### config.mk
export PLATFORM = sky130hd
export DESIGN_NAME = terrain_visible_length_sweep_core
export DESIGN_NICKNAME = d
export VERILOG_FILES = /design/src/design/tvls_pkg.sv /design/src/design/tvls_mul.sv /design/src/design/terrain_visible_length_sweep_core.sv
export SDC_FILE = /design/constraint.sdc
export NUM_CORES = 2
export LEC_CHECK = 0
export ABC_AREA = 1
export BUFFER_PORTS_ARGS = -buffer_cell sky130_fd_sc_hd__buf_2
export CELL_PAD_IN_SITES_DETAIL_PLACEMENT = 1
export CELL_PAD_IN_SITES_GLOBAL_PLACEMENT = 2
export CORE_ASPECT_RATIO = 0.6
export CORE_MARGIN = 3
export CORE_UTILIZATION = 25
export DETAILED_ROUTE_END_ITERATION = 10
export PLACE_DENSITY_LB_ADDON = 0.1
export SLEW_MARGIN = 10
export SYNTH_ARGS = -nofsm -noshare
export SYNTH_HDL_FRONTEND = slang
export SYNTH_SLANG_ARGS = --single-unit
### constraint.sdc
create_clock -name i_clk -period 9.6 [get_ports i_clk]
set_input_delay 1.44 -clock i_clk [delete_from_list [all_inputs] [get_ports i_clk]]
set_output_delay 1.44 -clock i_clk [all_outputs]
set_load 0.01 [all_outputs]
### src/design/tvls_pkg.sv
// shared widths, defaults and the multiplier request type for the visible length sweep
`default_nettype none
package tvls_pkg;
    localparam int COORD_W       = 24;  // port width of one coordinate
    localparam int LEN_W         = 25;  // edge length, Q17.8
    localparam int TOT_W         = 36;  // running total, Q28.8
    localparam int MUL_A_W       = 34;  // signed multiplicand
    localparam int MUL_B_W       = 26;  // signed multiplier, walked one bit a cycle
    localparam int PROD_W        = 59;  // signed product
    localparam int DEF_COORD_BITS = 24;

    typedef struct packed {
        logic                        start;
        logic signed [MUL_A_W-1:0]   a;
        logic signed [MUL_B_W-1:0]   b;
    } t_mul_req;
endpackage
`default_nettype wire

### src/design/tvls_mul.sv
// bit-serial signed multiplier, one multiplier bit per cycle
`default_nettype none
module tvls_mul (
    input  wire logic                                  i_clk,
    input  wire logic                                  i_rst_n,
    input  wire tvls_pkg::t_mul_req                    i_req,
    output logic                                       o_done,
    output logic signed [tvls_pkg::PROD_W-1:0]         o_p
);
    import tvls_pkg::*;

    localparam int MAG_W = PROD_W - 1;
    localparam int BM_W  = MUL_B_W - 1;

    logic                  r_busy;
    logic [4:0]            r_cnt;
    logic [MAG_W-1:0]      r_am;
    logic [BM_W-1:0]       r_bm;
    logic [MAG_W-1:0]      r_acc;
    logic                  r_neg;
    logic                  r_done;
    logic signed [PROD_W-1:0] r_p;

    logic [MUL_A_W-1:0]    a_abs;
    logic [MUL_B_W-1:0]    b_abs;
    logic [MAG_W-1:0]      n_acc;

    always_comb begin
        a_abs = i_req.a[MUL_A_W-1] ? MUL_A_W'(-i_req.a) : MUL_A_W'(i_req.a);
        b_abs = i_req.b[MUL_B_W-1] ? MUL_B_W'(-i_req.b) : MUL_B_W'(i_req.b);
        n_acc = r_bm[0] ? r_acc + r_am : r_acc;
    end

    always_ff @(posedge i_clk) begin
        if (!i_rst_n) begin
            r_busy <= 1'b0;
            r_done <= 1'b0;
            r_cnt  <= '0;
        end else begin
            r_done <= 1'b0;
            if (!r_busy) begin
                if (i_req.start) begin
                    r_busy <= 1'b1;
                    r_cnt  <= '0;
                    r_am   <= MAG_W'(a_abs[MUL_A_W-2:0]);
                    r_bm   <= b_abs[BM_W-1:0];
                    r_acc  <= '0;
                    r_neg  <= i_req.a[MUL_A_W-1] ^ i_req.b[MUL_B_W-1];
                end
            end else begin
                r_acc <= n_acc;
                r_am  <= {r_am[MAG_W-2:0], 1'b0};
                r_bm  <= {1'b0, r_bm[BM_W-1:1]};
                r_cnt <= r_cnt + 5'd1;
                if (r_cnt == 5'(BM_W - 1)) begin
                    r_busy <= 1'b0;
                    r_done <= 1'b1;
                    r_p    <= r_neg ? -$signed({1'b0, n_acc}) : $signed({1'b0, n_acc});
                end
            end
        end
    end

    assign o_done = r_done;
    assign o_p    = r_p;
endmodule
`default_nettype wire

### src/design/terrain_visible_length_sweep_core.sv
// terrain visible length sweep: sequencer, square root, divider and output register
//
//  channel   | dir | handshake          | content
//  s (vertex)| in  | i_s_tvalid/o_s_tready | tdata x,y ; tlast last_vertex
//  m (result)| out | o_m_tvalid/i_m_tready | tdata length,total ; tuser edge_present ; tlast done
//  cfg       | in  | i_cfg_wr_en        | observer_height
//
// one vertex passes through eight serial products on the shared multiplier, 25 square root
// steps, up to 20 normalising shifts, one more product and 25 divider steps. the next vertex
// is taken once the sequencer is back at rest.
// synchronous active-low reset clears the sequencer, previous vertex, blocker, total, output valid and observer height.
// a result waiting on a stalled output is held; the next vertex may be accepted meanwhile.
`default_nettype none
module terrain_visible_length_sweep_core #(
    parameter int COORD_BITS = tvls_pkg::DEF_COORD_BITS
) (
    input  wire logic        i_clk,
    input  wire logic        i_rst_n,
    input  wire logic        i_cfg_wr_en,
    input  wire logic [23:0] i_cfg_wr_data,
    input  wire logic        i_s_tvalid,
    output logic             o_s_tready,
    input  wire logic [47:0] i_s_tdata,   // vertex_x [23:0], vertex_y [47:24]
    input  wire logic        i_s_tlast,
    output logic             o_m_tvalid,
    input  wire logic        i_m_tready,
    output logic [63:0]      o_m_tdata,   // edge_visible_length [24:0], total_visible [60:25]
    output logic             o_m_tuser,   // edge_present
    output logic             o_m_tlast
);
    import tvls_pkg::*;

    localparam int CW = (COORD_BITS > COORD_W) ? COORD_W : COORD_BITS;
    localparam logic [COORD_W-1:0] CMASK = (COORD_W'(1) << CW) - COORD_W'(1);
    localparam int WW = 52;
    localparam logic [TOT_W-1:0] TOT_MAX = '1;

    typedef enum logic [3:0] {
        S_IDLE, S_MUL, S_MWAIT, S_SQRT, S_PREP, S_SHIFT, S_DIV, S_DONE
    } t_state;

    t_state r_state;
    logic [3:0] r_step;
    logic [4:0] r_cnt;

    logic [COORD_W-1:0] r_h, r_x, r_y, r_px, r_py, r_bx, r_by;
    logic r_last, r_have_prev, r_have_block;
    logic [TOT_W-1:0] r_total;

    logic signed [PROD_W-1:0] r_t;
    logic signed [WW-1:0] r_cross, r_c1, r_c2, r_d;
    logic [WW-1:0] r_ud, r_uq;
    logic [49:0] r_sv;
    logic [27:0] r_srem;
    logic [LEN_W-1:0] r_len;
    logic [31:0] r_rem;
    logic [LEN_W-1:0] r_q;

    logic r_out_valid, r_out_present, r_out_last;
    logic [LEN_W-1:0] r_out_len;
    logic [TOT_W-1:0] r_out_total;

    t_mul_req mul_req;
    logic mul_done;
    logic signed [PROD_W-1:0] mul_p;

    tvls_mul u_mul (
        .i_clk  (i_clk),
        .i_rst_n(i_rst_n),
        .i_req  (mul_req),
        .o_done (mul_done),
        .o_p    (mul_p)
    );

    logic signed [LEN_W-1:0] ymh, pymh, a_blk, dx, dy;
    logic signed [WW-1:0] d_c, n_c, n_cl;
    logic [27:0] sq_rem, sq_trial;
    logic sq_ge;
    logic [32:0] dv_rem;
    logic dv_ge;
    logic [LEN_W-1:0] vis;
    logic [TOT_W:0] sum;
    logic new_block;
    logic out_load;

    always_comb begin
        ymh   = $signed({1'b0, r_y})  - $signed({1'b0, r_h});
        pymh  = $signed({1'b0, r_py}) - $signed({1'b0, r_h});
        a_blk = $signed({1'b0, r_by}) - $signed({1'b0, r_h});
        dx    = $signed({1'b0, r_x})  - $signed({1'b0, r_px});
        dy    = $signed({1'b0, r_y})  - $signed({1'b0, r_py});

        mul_req.start = (r_state == S_MUL);
        case (r_step)
            4'd0: begin mul_req.a = MUL_A_W'(ymh);   mul_req.b = {2'b0, r_px}; end
            4'd1: begin mul_req.a = MUL_A_W'(pymh);  mul_req.b = {2'b0, r_x};  end
            4'd2: begin mul_req.a = MUL_A_W'(ymh);   mul_req.b = {2'b0, r_bx}; end
            4'd3: begin mul_req.a = MUL_A_W'(a_blk); mul_req.b = {2'b0, r_x};  end
            4'd4: begin mul_req.a = MUL_A_W'(pymh);  mul_req.b = {2'b0, r_bx}; end
            4'd5: begin mul_req.a = MUL_A_W'(a_blk); mul_req.b = {2'b0, r_px}; end
            4'd6: begin mul_req.a = MUL_A_W'(dx);    mul_req.b = MUL_B_W'(dx); end
            4'd7: begin mul_req.a = MUL_A_W'(dy);    mul_req.b = MUL_B_W'(dy); end
            default: begin
                mul_req.a = $signed({2'b0, r_uq[31:0]});
                mul_req.b = $signed({1'b0, r_len});
            end
        endcase

        // d and n fall out of the two blocker cross products
        d_c  = r_c1 - r_c2;
        n_c  = -r_c2;
        n_cl = (n_c < 0) ? '0 : ((n_c > d_c) ? d_c : n_c);

        sq_rem   = {r_srem[25:0], r_sv[49:48]};
        sq_trial = {1'b0, r_len, 2'b01};
        sq_ge    = (sq_rem >= sq_trial);

        dv_rem = {r_rem, r_q[LEN_W-1]};
        dv_ge  = (dv_rem >= {1'b0, r_ud[31:0]});

        vis = '0;
        if (r_have_prev && (r_x > r_px)) begin
            if (r_px == '0 && !r_have_block) begin
                vis = r_len;
            end else if (r_cross > 0) begin
                if (!r_have_block) begin
                    vis = r_len;
                end else if (r_c1 < 0) begin
                    vis = '0;
                end else if (r_c2 >= 0) begin
                    vis = r_len;
                end else if (r_d <= 0) begin
                    vis = '0;
                end else begin
                    vis = r_q;
                end
            end
        end
        sum = {1'b0, r_total} + (TOT_W+1)'(vis);
        new_block = (r_x != '0) && (!r_have_block || r_c1 > 0);
        out_load  = (r_state == S_DONE) && (!r_out_valid || i_m_tready);
    end

    always_ff @(posedge i_clk) begin
        if (!i_rst_n) begin
            r_state      <= S_IDLE;
            r_step       <= '0;
            r_cnt        <= '0;
            r_h          <= '0;
            r_px         <= '0;
            r_py         <= '0;
            r_bx         <= '0;
            r_by         <= '0;
            r_have_prev  <= 1'b0;
            r_have_block <= 1'b0;
            r_total      <= '0;
            r_out_valid  <= 1'b0;
        end else begin
            if (i_cfg_wr_en) r_h <= i_cfg_wr_data & CMASK;
            if (out_load) r_out_valid <= 1'b1;
            else if (i_m_tready) r_out_valid <= 1'b0;

            case (r_state)
                S_IDLE: begin
                    if (i_s_tvalid) begin
                        r_x     <= i_s_tdata[23:0] & CMASK;
                        r_y     <= i_s_tdata[47:24] & CMASK;
                        r_last  <= i_s_tlast;
                        r_step  <= '0;
                        r_state <= S_MUL;
                    end
                end
                S_MUL: r_state <= S_MWAIT;
                S_MWAIT: begin
                    if (mul_done) begin
                        case (r_step)
                            4'd1: r_cross <= WW'(r_t - mul_p);
                            4'd3: r_c1    <= WW'(r_t - mul_p);
                            4'd5: r_c2    <= WW'(r_t - mul_p);
                            4'd7: r_sv    <= {1'b0, 49'(r_t + mul_p)};
                            4'd8: begin
                                r_rem <= mul_p[56:25];
                                r_q   <= mul_p[24:0];
                            end
                            default: r_t <= mul_p;
                        endcase
                        r_cnt <= '0;
                        if (r_step == 4'd7) begin
                            r_srem  <= '0;
                            r_len   <= '0;
                            r_state <= S_SQRT;
                        end else if (r_step == 4'd8) begin
                            r_state <= S_DIV;
                        end else begin
                            r_step  <= r_step + 4'd1;
                            r_state <= S_MUL;
                        end
                    end
                end
                S_SQRT: begin
                    // two radicand bits per step, one root bit out
                    r_sv   <= {r_sv[47:0], 2'b00};
                    r_srem <= sq_ge ? sq_rem - sq_trial : sq_rem;
                    r_len  <= {r_len[LEN_W-2:0], sq_ge};
                    r_cnt  <= r_cnt + 5'd1;
                    if (r_cnt == 5'(LEN_W - 1)) r_state <= S_PREP;
                end
                S_PREP: begin
                    r_d     <= d_c;
                    r_ud    <= d_c;
                    r_uq    <= d_c - n_cl;
                    r_state <= S_SHIFT;
                end
                S_SHIFT: begin
                    if (r_ud[WW-1:32] == '0) begin
                        r_step  <= 4'd8;
                        r_state <= S_MUL;
                    end else begin
                        r_ud <= {1'b0, r_ud[WW-1:1]};
                        r_uq <= {1'b0, r_uq[WW-1:1]};
                    end
                end
                S_DIV: begin
                    r_rem <= dv_ge ? 32'(dv_rem - {1'b0, r_ud[31:0]}) : dv_rem[31:0];
                    r_q   <= {r_q[LEN_W-2:0], dv_ge};
                    r_cnt <= r_cnt + 5'd1;
                    if (r_cnt == 5'(LEN_W - 1)) r_state <= S_DONE;
                end
                S_DONE: begin
                    if (out_load) begin
                        r_out_present <= r_have_prev;
                        r_out_len     <= vis;
                        // total shown with the beat is the one after this edge, before any clear
                        r_out_total   <= sum[TOT_W] ? TOT_MAX : sum[TOT_W-1:0];
                        r_out_last    <= r_last;
                        r_state       <= S_IDLE;
                        if (r_last) begin
                            r_px         <= '0;
                            r_py         <= '0;
                            r_bx         <= '0;
                            r_by         <= '0;
                            r_have_prev  <= 1'b0;
                            r_have_block <= 1'b0;
                            r_total      <= '0;
                        end else begin
                            r_px        <= r_x;
                            r_py        <= r_y;
                            r_have_prev <= 1'b1;
                            r_total     <= sum[TOT_W] ? TOT_MAX : sum[TOT_W-1:0];
                            if (new_block) begin
                                r_bx         <= r_x;
                                r_by         <= r_y;
                                r_have_block <= 1'b1;
                            end
                        end
                    end
                end
                default: r_state <= S_IDLE;
            endcase
        end
    end

    assign o_s_tready = (r_state == S_IDLE);
    assign o_m_tvalid = r_out_valid;
    assign o_m_tdata  = {3'b000, r_out_total, r_out_len};
    assign o_m_tuser  = r_out_present;
    assign o_m_tlast  = r_out_last;
endmodule
`default_nettype wire

; Word-level counts from Yosys, hierarchy flattened
; Index checks and enable logic that the tools add are counted.
; Widths: inputs -> output; s select.
[totals]
rom_bits = 0
input_bits = 78
mem_count = 0
ramBits = 0
ff_bits = 1012
wordCells = 221
latch_bits = 0
[classes]
eq_ne = 28
bitwise_logic = 3
n_mul = 0
add_sub_neg = 20
n_div = 0
shifts = 0
reduce_logical = 42
magnitude_cmp = 10
muxes = 77
[op_table]
columns = operator, n
row1 = $pmux 60 s8, 1
row2 = $mux 25, 13
row3 = $mux 58, 5
row4 = $mux 52, 4
row5 = $pmux 52 s2, 2
row6 = $mux 24, 7
row7 = $sub 52x52->52, 3
row8 = $sub 24x24->25, 5
row9 = $gt 52x1->1 const B, 2
row10 = $lt 52x1->1 const B, 2
row11 = $mux 50, 2
row12 = $pmux 25 s2, 2
row13 = $pmux 50 s2, 1
row14 = $mux 32, 3
row15 = $mux 26, 3
row16 = $mux 36, 2
row17 = $pmux 32 s2, 1
row18 = $neg 58->59, 1
row19 = $add 58x58->58, 1
row20 = $mux 57, 1
row21 = $ge 52x1->1 const B, 1
row22 = $gt 52x52->1, 1
row23 = $le 52x1->1 const B, 1
row24 = $neg 52->52, 1
row25 = other kinds (44), 115

; Logic depth before layout (Yosys ltp)
[logic_depth]
word_depth = 11
depth_mapped = 66
mapped_depth_nobuf = 64

; By module
; Synthesis repeated with hierarchy kept, for this count alone.
[hier_totals]
hier_cells = 9275
hier_area_um2 = 71756.3
[modules_own_cells]
columns = module, cells_each, area_per_inst_um2, seq_area_each_um2, n_inst
row1 = terrain_visible_length_sweep_core, 6686, 54733.7, 22461.5, 1
row2 = tvls_mul, 2589, 17022.6, 6175.9, 1

; Worst setup path after synthesis
; Ideal clock, no wire load.
[synth_path]
kind = input -> register
from = input i_rst_n
to = register u_mul.r_acc[0] (enable)
arrival_time_ns = 7.507
slack_ns = 1.450
t_required_ns = 8.957
setup_time_ns = 0.643
path_buffers = 1
path_stages = 3
path_cell_list = inv_1 > clkbuf_1 > nor2_1
[synth_between]
elab_chain_len = 1
[synth_rtl]
columns = element, line_no
row1 = "start, declared", terrain_visible_length_sweep_core.sv:18  ; input wire logic i_rst_n,
row2 = $reduce_and 2->1 (no line), n/a
row3 = "end signal, assigned", tvls_mul.sv:51  ; r_acc <= n_acc;
row4 = "end, declared", tvls_mul.sv:19  ; logic [MAG_W-1:0] r_acc;
; Every way passes these cells.
; A chain may end at the register's enable or synchronous reset.

; Final worst setup path
[layout_path]
from = register r_c1[0]
to = register r_uq[43], data pin
[layout_between]
elab_chain_len = 6
[layout_rtl]
columns = element, line_no
row1 = "start, declared", terrain_visible_length_sweep_core.sv:51  ; logic signed [WW-1:0] r_cross, r_c1, r_c2, r_d;
row2 = "start signal, assigned", terrain_visible_length_sweep_core.sv:178  ; 4'd3: r_c1 <= WW'(r_t - mul_p);
row3 = $sub 52x52->52 *, terrain_visible_length_sweep_core.sv:110  ; d_c = r_c1 - r_c2;
row4 = named net d_c[32], terrain_visible_length_sweep_core.sv:76  ; logic signed [WW-1:0] d_c, n_c, n_cl;
row5 = $gt 52x52->1, terrain_visible_length_sweep_core.sv:112  ; n_cl = (n_c < 0) ? '0 : ((n_c > d_c) ? d_c : n_c);
row6 = $mux 52 (2 in a row), terrain_visible_length_sweep_core.sv:112
row7 = $sub 52x52->52 *, terrain_visible_length_sweep_core.sv:211  ; r_uq <= d_c - n_cl;
row8 = $pmux 52 s2 *, terrain_visible_length_sweep_core.sv:163  ; case (r_state)
row9 = "end signal, assigned", terrain_visible_length_sweep_core.sv:211
row10 = "end signal, assigned", terrain_visible_length_sweep_core.sv:220  ; r_uq <= {1'b0, r_uq[WW-1:1]};
row11 = "end, declared", terrain_visible_length_sweep_core.sv:52  ; logic [WW-1:0] r_ud, r_uq;
; Mark *: on every way through the listed nets, which the timed path passes. The rest lies on a longest branch.

==> metrics.txt <==
# TYPE chip_impl_metric gauge
chip_impl_metric{name="syn_area_cell",unit="um^2"} 8.01
chip_impl_metric{name="worst_ir_drop_vdd",unit="mV"} 0.187
chip_impl_metric{name="dp_hpwl",unit="mm"} 255
chip_impl_metric{name="syn_to_final_growth",unit="%"} 13.5
chip_impl_metric{name="finalSetupViolCount",unit=""} 0
chip_impl_metric{name="dpl_cell_area",unit="mm^2"} 0.0756
chip_impl_metric{name="ys_warn_count",unit=""} 0
chip_impl_metric{name="timing_max_transition_violations_final",unit=""} 0
chip_impl_metric{name="synth_unique_cells",unit=""} 88
chip_impl_metric{name="post_route_cells_drive_above_1_share",unit="%"} 8.62
chip_impl_metric{name="worst_skew_pair.late_latency",unit="ns"} 0.80
chip_impl_metric{name="h_tree_level_count",unit=""} 3
chip_impl_metric{name="synth_compound_gate_area_share",unit="%"} 16.7
chip_impl_metric{name="tightestPinTransition",unit="ns"} 1.42
chip_impl_info{name="cp-startpoint",value="r_c1[0]$_DFFE_PP_"} 1
chip_impl_info{name="timing_worst_setup_path_type",value="flop to flop"} 1
chip_impl_metric{name="holdBufCountCts",unit=""} 0
chip_impl_metric{name="maximum_clock_rate",unit="MHz"} 116
chip_impl_metric{name="area_fraction_in_and_or_nand_and_nor_cells_after_synthesis",unit="%"} 20.2
chip_impl_metric{name="worst_path_max_stage_delay",unit="ns"} 0.44
chip_impl_info{name="critical-path-slowest-cell",value="edfxtp_1"} 1
chip_impl_metric{name="synth_fa_ha_area_share",unit="%"} 9.64
chip_impl_info{name="synth_ff_type",value="edfxtp_1"} 1
chip_impl_metric{name="pin_count_of_the_biggest_net_entering_global_routing",unit=""} 160
chip_impl_metric{name="clk_pin_slew_worst_paths",unit="ns"} 0.06
chip_impl_metric{name="clock-sinks",unit=""} 1009
chip_impl_metric{name="synth_sequential_area_ratio",unit="%"} 40.6
chip_impl_metric{name="post_synth_instance_area",unit="mm^2"} 0.0702
chip_impl_metric{name="path_max_fanout",unit=""} 13
chip_impl_metric{name="final_design_instance_area_without_fill",unit="mm^2"} 0.0797
chip_impl_metric{name="final.setup_skew",unit="ns"} 0.0430
chip_impl_metric{name="clock_tree.buffer_depth",unit=""} 3
chip_impl_metric{name="synth_async_sr_flop_share",unit="%"} 0
chip_impl_metric{name="die-width",unit="um"} 690
chip_impl_metric{name="wl",unit="mm"} 318
chip_impl_info{name="tritoncts",value="built"} 1
chip_impl_metric{name="postRouteAntennaNets",unit=""} 0
chip_impl_info{name="hp-start",value="u_mul.o_p[49]$_DFFE_PP_"} 1
chip_impl_metric{name="io-pin-count",unit=""} 146
chip_impl_metric{name="hold_violations",unit=""} 0
chip_impl_info{name="cp_common_cell",value="nand2_1"} 1
chip_impl_metric{name="drc",unit=""} 0
chip_impl_metric{name="die-area",unit="mm^2"} 0.288
chip_impl_metric{name="num-fill-cells",unit=""} 33208
chip_impl_metric{name="detailroute.via_count",unit=""} 62662
chip_impl_metric{name="setup-tns-final",unit="ns"} 0
chip_impl_info{name="worst_setup_path_start_kind",value="flop"} 1
chip_impl_metric{name="grt_antenna_before_repair",unit=""} 25
chip_impl_metric{name="num-nets-final",unit=""} 9502
chip_impl_info{name="grt_setup_unrepaired",value="false"} 1
chip_impl_metric{name="numPortBuffers",unit=""} 142
chip_impl_metric{name="fp.coreArea",unit="mm^2"} 0.279
chip_impl_metric{name="routedWlPerCell",unit="um"} 25.0
chip_impl_metric{name="synth-xor-area-share",unit="%"} 4.89
chip_impl_metric{name="cellPowerDensity",unit="mW/mm^2"} 221
chip_impl_metric{name="arrival",unit="ns"} 9.17
chip_impl_metric{name="timing.max_slew.rel_slack",unit="%"} 4.85
chip_impl_metric{name="post_synth_mux_area_share",unit="%"} 0.0285
chip_impl_metric{name="core.rowCount",unit=""} 150
chip_impl_metric{name="global_route.overflow_total",unit=""} 0
chip_impl_metric{name="layout.core_utilization",unit="%"} 28.6
chip_impl_metric{name="finalWorstPathRequiredPeriod",unit="ns"} 8.64
chip_impl_info{name="r2r_start",value="r_c1[0]$_DFFE_PP_"} 1
chip_impl_metric{name="critical_path_buf_inv_count",unit=""} 8
chip_impl_metric{name="cts_made_buffers",unit=""} 117
chip_impl_metric{name="height_of_the_chip",unit="um"} 417
chip_impl_info{name="timing.hold.worst.class",value="flop to flop"} 1
chip_impl_metric{name="maxCapViolations",unit=""} 0
chip_impl_metric{name="drtIter0Drc",unit=""} 5711
chip_impl_metric{name="post_place_setup_slack",unit="ns"} 0.0631
chip_impl_metric{name="worst-endpoint-required",unit="ns"} 10.13
chip_impl_metric{name="number_of_synthesized_flops_with_an_enable_pin",unit=""} 831
chip_impl_metric{name="grt_first_pass_wirelength",unit="mm"} 452
chip_impl_info{name="critPathTopFamily",value="simple AND/OR/NAND/NOR gates"} 1
chip_impl_metric{name="synth-seq-cells",unit=""} 1009
chip_impl_metric{name="synthesis.instances",unit=""} 8764
chip_impl_metric{name="total_leakage_power",unit="nW"} 32.7
chip_impl_metric{name="final.period_utilization",unit="%"} 90.0
chip_impl_metric{name="drt_first_pass_iters",unit=""} 5
chip_impl_metric{name="floorplan.initialDensity",unit="%"} 25.2
chip_impl_info{name="synth_top_family_by_area",value="simple AND/OR/NAND/NOR gates"} 1
chip_impl_metric{name="gr-usage-all-layers",unit="%"} 21.5
chip_impl_metric{name="number_of_global_route_vias_before_repair",unit=""} 61301
chip_impl_metric{name="timing.final.ws_setup",unit="ns"} 0.961
chip_impl_info{name="timing.critical_path.to_type",value="flop"} 1
chip_impl_metric{name="globalplace.congestion",unit=""} 0.883
chip_impl_metric{name="vias_per_cell",unit=""} 4.92
chip_impl_info{name="status",value="finished clean"} 1
chip_impl_info{name="clock-root-buffer",value="clkbuf_16"} 1
cell families (layout without fill, tap and decap cells):
kind of cell,Yosys count,in the layout
adders and majority gates,534,534
and+or+nand+nor,3324,3324
buffers and inverters,1433,1661
xor gates and xnor gates,391,391
DFF,1009,1009
AOI/OAI and AO/OA,2070,2070
muxes,2,2
other,1,15
cells in the mapped netlist (7+ instances only):
cell / count / share of area, %
a21o_1: 38 / 0.41
a221oi_1: 19 / 0.24
buf_2: 21 / 0.15
a21boi_1: 13 / 0.14
o22ai_1: 24 / 0.21
a31oi_1: 67 / 0.60
inv_2: 38 / 0.20
o21bai_1: 27 / 0.29
a21oi_1: 836 / 6.0
ha_1: 522 / 9.3
a21boi_2: 9 / 0.14
fa_1: 12 / 0.34
nand2_2: 34 / 0.30
nor2_2: 26 / 0.23
nand3_2: 14 / 0.20
a21oi_2: 14 / 0.17
o21ai_0: 654 / 4.7
a211oi_1: 20 / 0.21
xor2_1: 278 / 3.5
or2_2: 65 / 0.58
xnor2_1: 112 / 1.4
buf_1: 21 / 0.11
edfxtp_1: 831 / 36
nor4_1: 76 / 0.68
a31o_2: 9 / 0.11
o31ai_1: 46 / 0.49
o21a_1: 19 / 0.20
o221ai_1: 8 / 0.10
inv_1: 1129 / 6.0
nand2_1: 1816 / 9.7
a21boi_0: 12 / 0.13
nor3_1: 72 / 0.51
nand4_1: 93 / 0.83
o211ai_1: 83 / 0.89
nor2_4: 13 / 0.21
clkbuf_1: 195 / 1.0
dfxtp_1: 178 / 5.1
nand3b_1: 15 / 0.16
a22oi_1: 23 / 0.25
nand3_1: 338 / 2.4
o21ai_2: 17 / 0.21
o21ai_1: 95 / 0.68
buf_4: 7 / 0.075
nor2_1: 717 / 3.8
cell usage in the layout, fill, tap and decap left out, drive strengths merged, types with 12 or more instances in the layout:
cell type | synthesis | layout
xnor2 | 112 | 112
a22oi | 23 | 23
nor4 | 79 | 79
a221oi | 19 | 19
or2 | 74 | 74
dfxtp | 178 | 178
a21o | 39 | 39
ha | 522 | 522
clkinvlp | 0 | 15
a21oi | 852 | 852
a31oi | 67 | 67
xor2 | 279 | 279
bufinv | 0 | 12
clkbuf | 203 | 145
inv | 1168 | 1180
o22ai | 26 | 26
buf | 54 | 264
o21a | 19 | 19
nand3 | 355 | 355
nand3b | 16 | 16
nor3 | 79 | 79
fa | 12 | 12
edfxtp | 831 | 831
clkinv | 6 | 45
nor2 | 757 | 757
o21ai | 766 | 766
diode | 0 | 12
o31ai | 46 | 46
a211oi | 20 | 20
nand2 | 1851 | 1851
o21bai | 29 | 29
o211ai | 84 | 84
a21boi | 34 | 34
nand4 | 96 | 96
power by group:
group | leakage (nW) | switching, mW | total [mW] | internal (mW)
registers | 8.90 | 0.347 | 5.68 | 5.34
logic | 21.8 | 5.21 | 7.02 | 1.81
clock network | 1.94 | 2.20 | 4.89 | 2.69
cell type report:
| class | count | area [um^2] | area share, % |
|---|---|---|---|
| multi-input combinational | 6324 | 36400 | 45.7 |
| clock buffer | 145 | 3180 | 3.98 |
| clock inverter | 78 | 847 | 1.06 |
| timing repair buffer | 264 | 1660 | 2.08 |
| sequential | 1009 | 28500 | 35.8 |
| antenna | 12 | 30.0 | 0.0377 |
| inverter | 1174 | 4430 | 5.56 |
| tap | 3724 | 4660 | 5.85 |
routing by layer:
layer	vias to the layer above	wire [um]	part of all wire, %	global-route usage (%)
li1	30052	-	-	-
met1	31031	188000	59	38.3
met4	0	4630	1.5	3.30
met3	205	21200	6.7	4.08
met2	1374	103000	33	24.6
met5	-	0	0	0
final timing paths:
path                                            to  slack (ns)  depth (start not counted)
worst max-delay path            r_uq[43]$_DFFE_PP_        0.96                         56
worst min-delay path             r_t[49]$_DFFE_PP_        0.45                          0
worst max register to register  r_uq[43]$_DFFE_PP_        0.96                         56
worst min register to register   r_t[49]$_DFFE_PP_        0.45                          0
repair_timing:
item / 4_1_cts / 5_1_grt
endpoints found under the setup margin: 0 / 26
resized for setup: 0 / 19
buffers inserted: 0 / 1
per-stage QoR:
stage	power [mW]	hold slack, ns	std cells
final	17.6	0.453	12730
after global routing	18.6	0.462	12719
after CTS	17.6	0.456	12717
after detailed placement	12.6	0.435	12494
after global placement	12.6	0.435	12494
after floorplan	9.84	0.424	8766
flip-flops by register name (all words and copies together), names as in the netlist, 36 cells and up:
register,flops
r_cross,52
u_mul.r_acc,57
r_uq,52
u_mul.r_am,57
r_out_total,36
r_ud,52
r_total,36
r_sv,50
u_mul.o_p,57
r_c2,52
r_c1,52
r_t,52
r_d,52
Note: power is estimated with default switching activity, not from simulation.
